$ cat src/rtl/core/hcbed_pkg.sv
// Package for the HTTP chunked body end detector.
// Holds parser mode codes, byte constants, the size width and the hex digit decoder.
// Depends on nothing.
package hcbed_pkg;

   // Width of the chunk size counter.
   localparam int SIZE_BITS = 32;
   localparam int MODE_BITS = 4;

   // Parser modes.
   localparam logic [MODE_BITS-1:0] M_LEAD       = 4'd0;
   localparam logic [MODE_BITS-1:0] M_DIGITS     = 4'd1;
   localparam logic [MODE_BITS-1:0] M_TRAIL_WS   = 4'd2;
   localparam logic [MODE_BITS-1:0] M_EXT        = 4'd3;
   localparam logic [MODE_BITS-1:0] M_EXT_CR     = 4'd4;
   localparam logic [MODE_BITS-1:0] M_SIZE_CR    = 4'd5;
   localparam logic [MODE_BITS-1:0] M_DATA       = 4'd6;
   localparam logic [MODE_BITS-1:0] M_DATA_CR    = 4'd7;
   localparam logic [MODE_BITS-1:0] M_DATA_LF    = 4'd8;
   localparam logic [MODE_BITS-1:0] M_TRL_FIRST  = 4'd9;
   localparam logic [MODE_BITS-1:0] M_TRL_SECOND = 4'd10;
   localparam logic [MODE_BITS-1:0] M_TRL_SCAN   = 4'd11;
   localparam logic [MODE_BITS-1:0] M_DONE       = 4'd12;
   localparam logic [MODE_BITS-1:0] M_BAD        = 4'd13;

   // Byte constants.
   localparam logic [7:0] CH_CR    = 8'h0D;
   localparam logic [7:0] CH_LF    = 8'h0A;
   localparam logic [7:0] CH_SPACE = 8'h20;
   localparam logic [7:0] CH_TAB   = 8'h09;
   localparam logic [7:0] CH_SEMI  = 8'h3B;
   localparam logic [7:0] CH_X_LO  = 8'h78;
   localparam logic [7:0] CH_X_UP  = 8'h58;

   // Decoded hex digit: ok is set when the byte is a hex digit.
   typedef struct packed {
      logic       ok;
      logic [3:0] value;
   } hex_digit_type;

   function automatic hex_digit_type hex_decode(input logic [7:0] b);
      hex_digit_type d;
      d.ok    = 1'b1;
      d.value = 4'd0;
      if (b >= 8'h30 && b <= 8'h39) begin
         d.value = 4'(b - 8'h30);
      end else if (b >= 8'h61 && b <= 8'h66) begin
         d.value = 4'(b - 8'h57);
      end else if (b >= 8'h41 && b <= 8'h46) begin
         d.value = 4'(b - 8'h37);
      end else begin
         d.ok = 1'b0;
      end
      return d;
   endfunction

endpackage

$ cat src/rtl/core/http_chunked_body_end_detector_core.sv
// Top level of the HTTP chunked body end detector.
// Byte-wide chunked framing parser with a two-entry result queue.
// Depends on hcbed_pkg.

// Usage:
// The req_ channel carries one body byte per item, with req_first_of_body set
// on the first byte of a new body to clear the parser before that byte.
// Every accepted item produces exactly one result item on the rsp_ channel:
// rsp_body_complete and rsp_body_malformed, both sticky until the next body
// start. Once either flag is set, further bytes leave the state unchanged.
// The parser state and the result are computed combinationally in the cycle
// of acceptance; the result is registered into the result queue and presented
// from its head. The block accepts one item per cycle while req_stall is low,
// each accepted byte updating the parser state registers.
// The result queue holds two items, so a byte is still accepted while one
// result waits on a stalled receiver; req_stall rises only when both entries
// are full, and drops again as soon as the receiver takes one.
// A synchronous reset puts the parser at the start of a size line with a
// zero size and empties the result queue.
module http_chunked_body_end_detector_core (
   input  logic       clock,
   input  logic       reset,
   input  logic       req_valid,
   output logic       req_stall,
   input  logic [7:0] req_body_byte,
   input  logic       req_first_of_body,
   output logic       rsp_valid,
   input  logic       rsp_stall,
   output logic       rsp_body_complete,
   output logic       rsp_body_malformed
);
   import hcbed_pkg::*;

   // Parser state.
   logic [MODE_BITS-1:0] mode_ff,   mode_in;
   logic [SIZE_BITS-1:0] length_ff, length_in;
   logic [1:0]           flags_ff,  flags_in;   // bit0 digit seen, bit1 'x' allowed
   logic [1:0]           match_ff,  match_in;

   // Result queue.
   logic       head_valid_ff, head_valid_in;
   logic       tail_valid_ff, tail_valid_in;
   logic [1:0] head_ff, head_in;
   logic [1:0] tail_ff, tail_in;

   logic push;
   logic pop;

   assign req_stall          = tail_valid_ff;
   assign push               = req_valid && !req_stall;
   assign rsp_valid          = head_valid_ff;
   assign pop                = head_valid_ff && !rsp_stall;
   assign rsp_body_complete  = head_ff[1];
   assign rsp_body_malformed = head_ff[0];

   // Next parser state for the byte at the input.
   always_comb begin
      logic [MODE_BITS-1:0] m;
      logic [SIZE_BITS-1:0] len;
      logic [1:0]           fl;
      logic [1:0]           tm;
      logic [7:0]           b;
      logic                 have;
      logic                 want_lf;
      logic                 hit;
      hex_digit_type        hx;

      b  = req_body_byte;
      m  = mode_ff;
      len = length_ff;
      fl = flags_ff;
      tm = match_ff;
      if (req_first_of_body) begin
         m   = M_LEAD;
         len = '0;
         fl  = 2'b00;
         tm  = 2'b00;
      end

      mode_in   = m;
      length_in = len;
      flags_in  = fl;
      match_in  = tm;

      have = fl[0];
      hx   = hex_decode(b);

      // CR LF CR LF matcher step.
      want_lf = tm[0];
      hit     = 1'b0;
      if (b == (want_lf ? CH_LF : CH_CR)) begin
         if (tm == 2'd3) begin
            hit = 1'b1;
         end else begin
            match_in = tm + 2'd1;
         end
      end else begin
         match_in = (b == CH_CR) ? 2'd1 : 2'd0;
      end

      unique case (m)
         M_LEAD, M_DIGITS, M_TRAIL_WS: begin
            match_in = tm;
            if (b == CH_SPACE || b == CH_TAB) begin
               if (m != M_LEAD) begin
                  mode_in = have ? M_TRAIL_WS : M_BAD;
               end
            end else if (b == CH_SEMI || b == CH_CR) begin
               if (!have) begin
                  mode_in = M_BAD;
               end else begin
                  mode_in = (b == CH_SEMI) ? M_EXT : M_SIZE_CR;
               end
            end else if (m == M_TRAIL_WS) begin
               mode_in = M_BAD;
            end else if ((b == CH_X_LO || b == CH_X_UP) && fl[1]) begin
               flags_in = 2'b00;
               mode_in  = M_DIGITS;
            end else if (!hx.ok) begin
               mode_in = M_BAD;
            end else if (len[SIZE_BITS-1 -: 4] != 4'd0) begin
               // The next digit would overflow the size counter.
               mode_in = M_BAD;
            end else begin
               length_in = {len[SIZE_BITS-5:0], hx.value};
               flags_in  = (m == M_LEAD && hx.value == 4'd0) ? 2'b11 : 2'b01;
               mode_in   = M_DIGITS;
            end
         end
         M_SIZE_CR, M_EXT_CR: begin
            match_in = tm;
            if (b == CH_LF) begin
               flags_in = 2'b00;
               if (len == '0) begin
                  match_in = 2'd0;
                  mode_in  = M_TRL_FIRST;
               end else begin
                  mode_in = M_DATA;
               end
            end else if (m == M_SIZE_CR) begin
               mode_in = M_BAD;
            end else if (b != CH_CR) begin
               mode_in = M_EXT;
            end
         end
         M_EXT: begin
            match_in = tm;
            if (b == CH_CR) begin
               mode_in = M_EXT_CR;
            end
         end
         M_DATA: begin
            match_in  = tm;
            length_in = len - SIZE_BITS'(1);
            if (len == SIZE_BITS'(1)) begin
               mode_in = M_DATA_CR;
            end
         end
         M_DATA_CR: begin
            match_in = tm;
            mode_in  = (b == CH_CR) ? M_DATA_LF : M_BAD;
         end
         M_DATA_LF: begin
            match_in = tm;
            if (b == CH_LF) begin
               mode_in   = M_LEAD;
               length_in = '0;
               flags_in  = 2'b00;
            end else begin
               mode_in = M_BAD;
            end
         end
         M_TRL_FIRST: begin
            mode_in = (match_in == 2'd1) ? M_TRL_SECOND : M_TRL_SCAN;
         end
         M_TRL_SECOND: begin
            if (b == CH_LF) begin
               match_in = tm;
               mode_in  = M_DONE;
            end else begin
               mode_in = M_TRL_SCAN;
            end
         end
         M_TRL_SCAN: begin
            if (hit) begin
               mode_in = M_DONE;
            end
         end
         M_DONE: begin
            match_in = tm;
         end
         default: begin
            match_in = tm;
            mode_in  = M_BAD;
         end
      endcase
   end

   // Result queue: pop from the head, push behind whatever remains.
   always_comb begin
      head_valid_in = head_valid_ff;
      tail_valid_in = tail_valid_ff;
      head_in       = head_ff;
      tail_in       = tail_ff;
      if (pop) begin
         if (tail_valid_ff) begin
            head_in       = tail_ff;
            tail_valid_in = 1'b0;
         end else begin
            head_valid_in = 1'b0;
         end
      end
      if (push) begin
         if (!head_valid_in) begin
            head_in       = {mode_in == M_DONE, mode_in == M_BAD};
            head_valid_in = 1'b1;
         end else begin
            tail_in       = {mode_in == M_DONE, mode_in == M_BAD};
            tail_valid_in = 1'b1;
         end
      end
   end

   // Parser state and queue control registers.
   always_ff @(posedge clock) begin
      if (reset) begin
         mode_ff       <= M_LEAD;
         length_ff     <= '0;
         flags_ff      <= 2'b00;
         match_ff      <= 2'b00;
         head_valid_ff <= 1'b0;
         tail_valid_ff <= 1'b0;
      end else begin
         if (push) begin
            mode_ff   <= mode_in;
            length_ff <= length_in;
            flags_ff  <= flags_in;
            match_ff  <= match_in;
         end
         head_valid_ff <= head_valid_in;
         tail_valid_ff <= tail_valid_in;
      end
   end

   // Queue payload registers.
   always_ff @(posedge clock) begin
      head_ff <= head_in;
      tail_ff <= tail_in;
   end

endmodule

$ cat config.mk
export PLATFORM = sky130hd
export DESIGN_NAME = http_chunked_body_end_detector_core
export DESIGN_NICKNAME = d
export VERILOG_FILES = /design/src/rtl/core/hcbed_pkg.sv /design/src/rtl/core/http_chunked_body_end_detector_core.sv
export SDC_FILE = /design/constraint.sdc
export NUM_CORES = 1
export LEC_CHECK = 0
export BUFFER_PORTS_ARGS = -buffer_cell sky130_fd_sc_hd__buf_4
export CAP_MARGIN = 20
export CORE_UTILIZATION = 25
export CTS_CLUSTER_DIAMETER = 50
export DETAILED_ROUTE_END_ITERATION = 7
export PLACE_DENSITY_LB_ADDON = 0.08
export SLEW_MARGIN = 20
export SYNTH_ARGS = -nofsm -noshare
export SYNTH_HDL_FRONTEND = slang
export SYNTH_SLANG_ARGS = --single-unit
$ cat constraint.sdc
create_clock -name clock -period 4.1 [get_ports clock]
set_input_delay 1.025 -clock clock [delete_from_list [all_inputs] [get_ports clock]]
set_output_delay 1.025 -clock clock [all_outputs]
set_load 0.02 [all_outputs]
# Word-level counts from Yosys, hierarchy flattened
# Cells that the tools add are included.
# W data, S select, Z words.
# op_classes
order_cmp	6
muxes	69
n_addsub	5
n_eq_ne	26
n_reduce_logical	22
# op_table
op	count
$mux W32	8
$pmux W32 S3	1
$mux W4	21
$pmux W4 S10	1
$mux W2	19
$eq A32 B1 Y1 const B	1
$logic_not A32 Y1	1
$sub A32 B1 Y32 const B	1
$eq A4 B4 Y1 const B	7
$eq A8 B4 Y1 const B	3
$eq A4 B3 Y1 const B	4
$eq A8 B6 Y1 const B	2
$eq A8 B7 Y1 const B	2
$ge A8 B7 Y1 const B	2
$le A8 B7 Y1 const B	2
$mux W1	13
$mux W3	4
$eq A4 B2 Y1 const B	2
$eq A8 B4 Y1	1
$ge A8 B6 Y1 const B	1
$le A8 B6 Y1 const B	1
$logic_not A4 Y1	2
$ne A8 B4 Y1 const B	1
$reduce_bool A4 Y1	2
14 further kinds	26
# word_totals
in_bits	13
ff_bits	46
word_cells	136
output_inout_bits	4

# Depth between registers and ports, before layout
# depth
depth_word	15
depth_mapped	14
depth_no_buf	9

# Least setup slack after synthesis
# OpenSTA, ideal clock, no wires.
# synth_timing
kind	input port to flip-flop
start	input port req_first_of_body
end	register length_ff[12]
cell_stages	14
path_buffers	5
setup_ps	125
arrival_time_ps	3633
setup_slack_ps	342
t_required_ps	3975
cell_sequence	clkbuf_8 clkbuf_1 clkbuf_1 clkbuf_8 nor2b_1 inv_1 ha_1 clkbuf_1 o21ai_1 or2_2 o311a_1 a211oi_1 a2bb2oi_1 o2bb2ai_1
# synth_via
elab_chain_len	9
elab_cells_between_ends	20
cone_classes	add/sub: 1; eq/ne: 4; mux: 11; reduce/logical: 4
# synth_lines
item	line_no	rtl
start: declaration	http_chunked_body_end_detector_core.sv:26	input logic req_first_of_body,
branches (longest 8 deep; another with $sub A32 B1 Y32)	--	
$pmux W32 S3 (*)	http_chunked_body_end_detector_core.sv:101	unique case (m)
end signal: assignment	http_chunked_body_end_detector_core.sv:236	length_ff <= length_in;
end: declaration	http_chunked_body_end_detector_core.sv:36	logic [SIZE_BITS-1:0] length_ff, length_in;
# Mark *: on every way between the ends.
# A chain may end at the register's enable or synchronous reset.

# Worst setup path after layout
# layout_timing
start	input port req_body_byte[1]
end	register tail_ff[0], data pin
# layout_via
elab_chain_len	12
elab_cells_between_ends	47
cone_classes	order compare: 6; eq/ne: 11; mux: 23; reduce/logical: 7
# layout_lines
item	line_no	rtl
start: declaration	http_chunked_body_end_detector_core.sv:25	input logic [7:0] req_body_byte,
$ge A8 B7 Y1 / $le A8 B7 Y1 (equally long branches)	hcbed_pkg.sv:49	end else if (b >= 8'h41 && b <= 8'h46) begin
$logic_and A1 B1 Y1	hcbed_pkg.sv:49	
$mux W1	hcbed_pkg.sv:49	
$mux W1	hcbed_pkg.sv:47	end else if (b >= 8'h61 && b <= 8'h66) begin
$mux W1	hcbed_pkg.sv:45	if (b >= 8'h30 && b <= 8'h39) begin
$mux W4	http_chunked_body_end_detector_core.sv:119	end else if (!hx.ok) begin
$mux W4	http_chunked_body_end_detector_core.sv:116	end else if ((b == CH_X_LO || b == CH_X_UP) && fl[1]) begin
$mux W4	http_chunked_body_end_detector_core.sv:114	end else if (m == M_TRAIL_WS) begin
$mux W4	http_chunked_body_end_detector_core.sv:108	end else if (b == CH_SEMI || b == CH_CR) begin
$mux W4	http_chunked_body_end_detector_core.sv:104	if (b == CH_SPACE || b == CH_TAB) begin
$pmux W4 S10 (*)	http_chunked_body_end_detector_core.sv:101	
$eq A4 B4 Y1 (*)	http_chunked_body_end_detector_core.sv:218	tail_in = {mode_in == M_DONE, mode_in == M_BAD};
end signal: assignment	http_chunked_body_end_detector_core.sv:248	tail_ff <= tail_in;
end: declaration	http_chunked_body_end_detector_core.sv:44	logic [1:0] tail_ff, tail_in;
# Every way passes the cells marked *; elsewhere a longest branch is shown, timed or not.

==> metrics.yaml <==
rsz0062_at_grt: "no"
crit_type: "input port to flip-flop"
synth-seq-area-share_pct: 22.6
clock_path_buffers: 2
n_fill_cell: 1746
synth.avg_cell_area_um2: 7.27
dp_hpwl_um: 10600
place_area_um2: 4420
synth-edff-count: 2
fin_tns_setup_ps: 0
synth_nets: 594
critPathLaunchType: "input port"
irDropWorstVdd_uv: 146
holdCritStartpoint: "flags_ff[1]"
hold_viol_final: 0
leakagePower_nw: 1.49
power_density_nw_per_um2: 298
dr.pass1.iters: 5
postRouteAntennaNets: 0
die_w_um: 131
worstSetupStartpoint: "req_body_byte[1]"
hold_buffers: 0
cts_made_buffers: 5
fin_crit_ps: 3400
drc_errors: 0
seqCellArea_um2: 941
slew_headroom_pct: 36.3
synth_top_area_share_pct: 21.1
vias: 4415
required_ps: 4150
grt_overflow: 0
io_buffers: 16
end_kind: "flip-flop"
rows: 46
ys_warn_count: 0
finalInstanceArea_um2: 4570
final_util_pct: 28.4
hold_ws_ps: 476
viasPerCell: 5.61
place_congestion: 0.808
cts_root_buf: "clkbuf_16"
async_flop_share_pct: 0
syn-cell-area_um2: 4170
setup_viol_count_final: 0
synth_top_area_cell: "dfxtp_1"
multi_input_area_um2: 2920
finalNonFillerCells: 787
cts_resized: 0
skew_ps: 9.28
diodes: 0
grt_max_degree: 39
htree_levels: 2
wl_um: 15200
worst_r2r_path_depth: 7
area_growth_pct: 9.48
crit_fanout: 8
finalCritPeriodShare_pct: 83.0
die_area_um2: 17200
drt_iter0_drc: 319
routedWlPerCell_um: 19.4
synthDistinctLibCells: 79
max_freq_mhz: 294
core_um2: 16100
io_pins: 17
finalMaxSlewViolations: 0
drive_gt1_share_pct: 10.9
arrival_ps: 3450
grt_pass1_wl_um: 24400
initial_utilization_pct: 26.0
dp.cells: 779
grt_pass1_vias: 4301
status: "finished clean"
nNetsFinal: 590
hold_path_class: "flip-flop to flip-flop"
track_usage_pct: 17.8
worstReg2RegStart: "length_ff[17]"
cap_violations: 0
netlist_instances: 574
antenna_found_initial: 0
cts_tree: "built"
synth_seq_cells: 46
hold_depth: 2
clock_latency_ps: 310
cts_setup_buffers: 0
synthFlopType: "dfxtp_1"
worst_pin_slew_ps: 956
clk_pin_slew_ps: 70
cts_num_sinks: 46
synth.area.top_cells: "dfxtp_1 21%, nor2_1 6.2%, o21ai_0 5.3%, a21oi_1 5.2%, nor3_1 3.8%"
dieHeight_um: 131
==> synthesized netlist by cell type (10+ instances only) <==
master    count
dfxtp_1      44
nor3_1       32
inv_1        10
o21ai_0      44
a31oi_1      16
nor4_1       11
clkbuf_1     28
a22oi_1      10
a21oi_1      43
nor2b_1      18
nand3_1      16
nand2_1      42
nor2_1       69
==> state kept, by name (all words and copies together), names as in the netlist <==
register and flops:
match_ff 2, tail_ff 2, mode_ff 4, flags_ff 2, head_ff 2, length_ff 32, rsp_valid 1, req_stall 1
==> cell families after synthesis <==
logic type / share of synthesized area (%)
AO/OA/AOI/OAI: 34.8
XOR/XNOR: 1.26
adder cells (fa/ha/maj): 2.10
buffers and inverters: 7.74
flip-flops: 22.6
multiplexers: 0.990
AND/OR/NAND/NOR: 30.6
==> routing by layer <==
layer  vias up  track usage (%)  wire length, um
li1       2157                -                -
met1      2094             25.4             7540
met2       140             26.8             6620
met3        24             2.43              767
met4         0             6.73              296
met5         -                0                0
==> critical path, stage by stage <==
cell,delay [ps]
buf_4,140
inv_1,130
ha_1,350
o21bai_1,150
a2111oi_4,440
buf_4,230
a311oi_1,60
o31ai_1,350
o21ai_0,160
nor3_1,310
nor2_1,90
==> path summary, 6_finish.rpt <==
path / to / slack [ps]
hold / removal: flags_ff[1] / 480
setup reg to reg: length_ff[25] / 1080
setup / recovery: tail_ff[0] / 700
hold reg to reg: flags_ff[1] / 480
==> area by class of cell <==
class	instances	share of cell area [%]
Multi-Input combinational cell	473	63.8
Sequential cell	46	20.6
Tap cell	216	5.92
Timing Repair Buffer	34	5.59
Clock buffer	5	2.74
Inverter	10	0.822
Clock inverter	3	0.493
==> cell usage in the layout (no fill, tap or decap), types with 10 or more instances in the layout <==
| cell | synthesis | layout |
|---|---|---|
| nor2_1 | 69 | 69 |
| o21ai_0 | 44 | 44 |
| dfxtp_1 | 44 | 44 |
| a21oi_1 | 43 | 43 |
| nand2_1 | 42 | 42 |
| buf_4 | 2 | 34 |
| nor3_1 | 32 | 31 |
| nor2b_1 | 18 | 17 |
| a31oi_1 | 16 | 16 |
| nand3_1 | 16 | 16 |
| nor4_1 | 11 | 11 |
| inv_1 | 10 | 10 |
| a22oi_1 | 10 | 10 |
==> power breakdown <==
part / switching (mW) / leakage [nW] / total, mW / internal, mW
registers: 0.0437 / 0.377 / 0.518 / 0.474
logic: 0.249 / 1.04 / 0.397 / 0.148
clock network: 0.216 / 0.0708 / 0.445 / 0.230
total: 0.508 / 1.49 / 1.36 / 0.851
==> per-stage QoR <==
stage	power [mW]	worst slack (ps)
5_1_grt	1.44	457
6_report	1.36	699
4_1_cts	1.37	698
2_1_floorplan	0.797	342
3_3_place_gp	0.922	458
3_5_place_dp	0.918	382
Power figures use the tool's default switching activity.
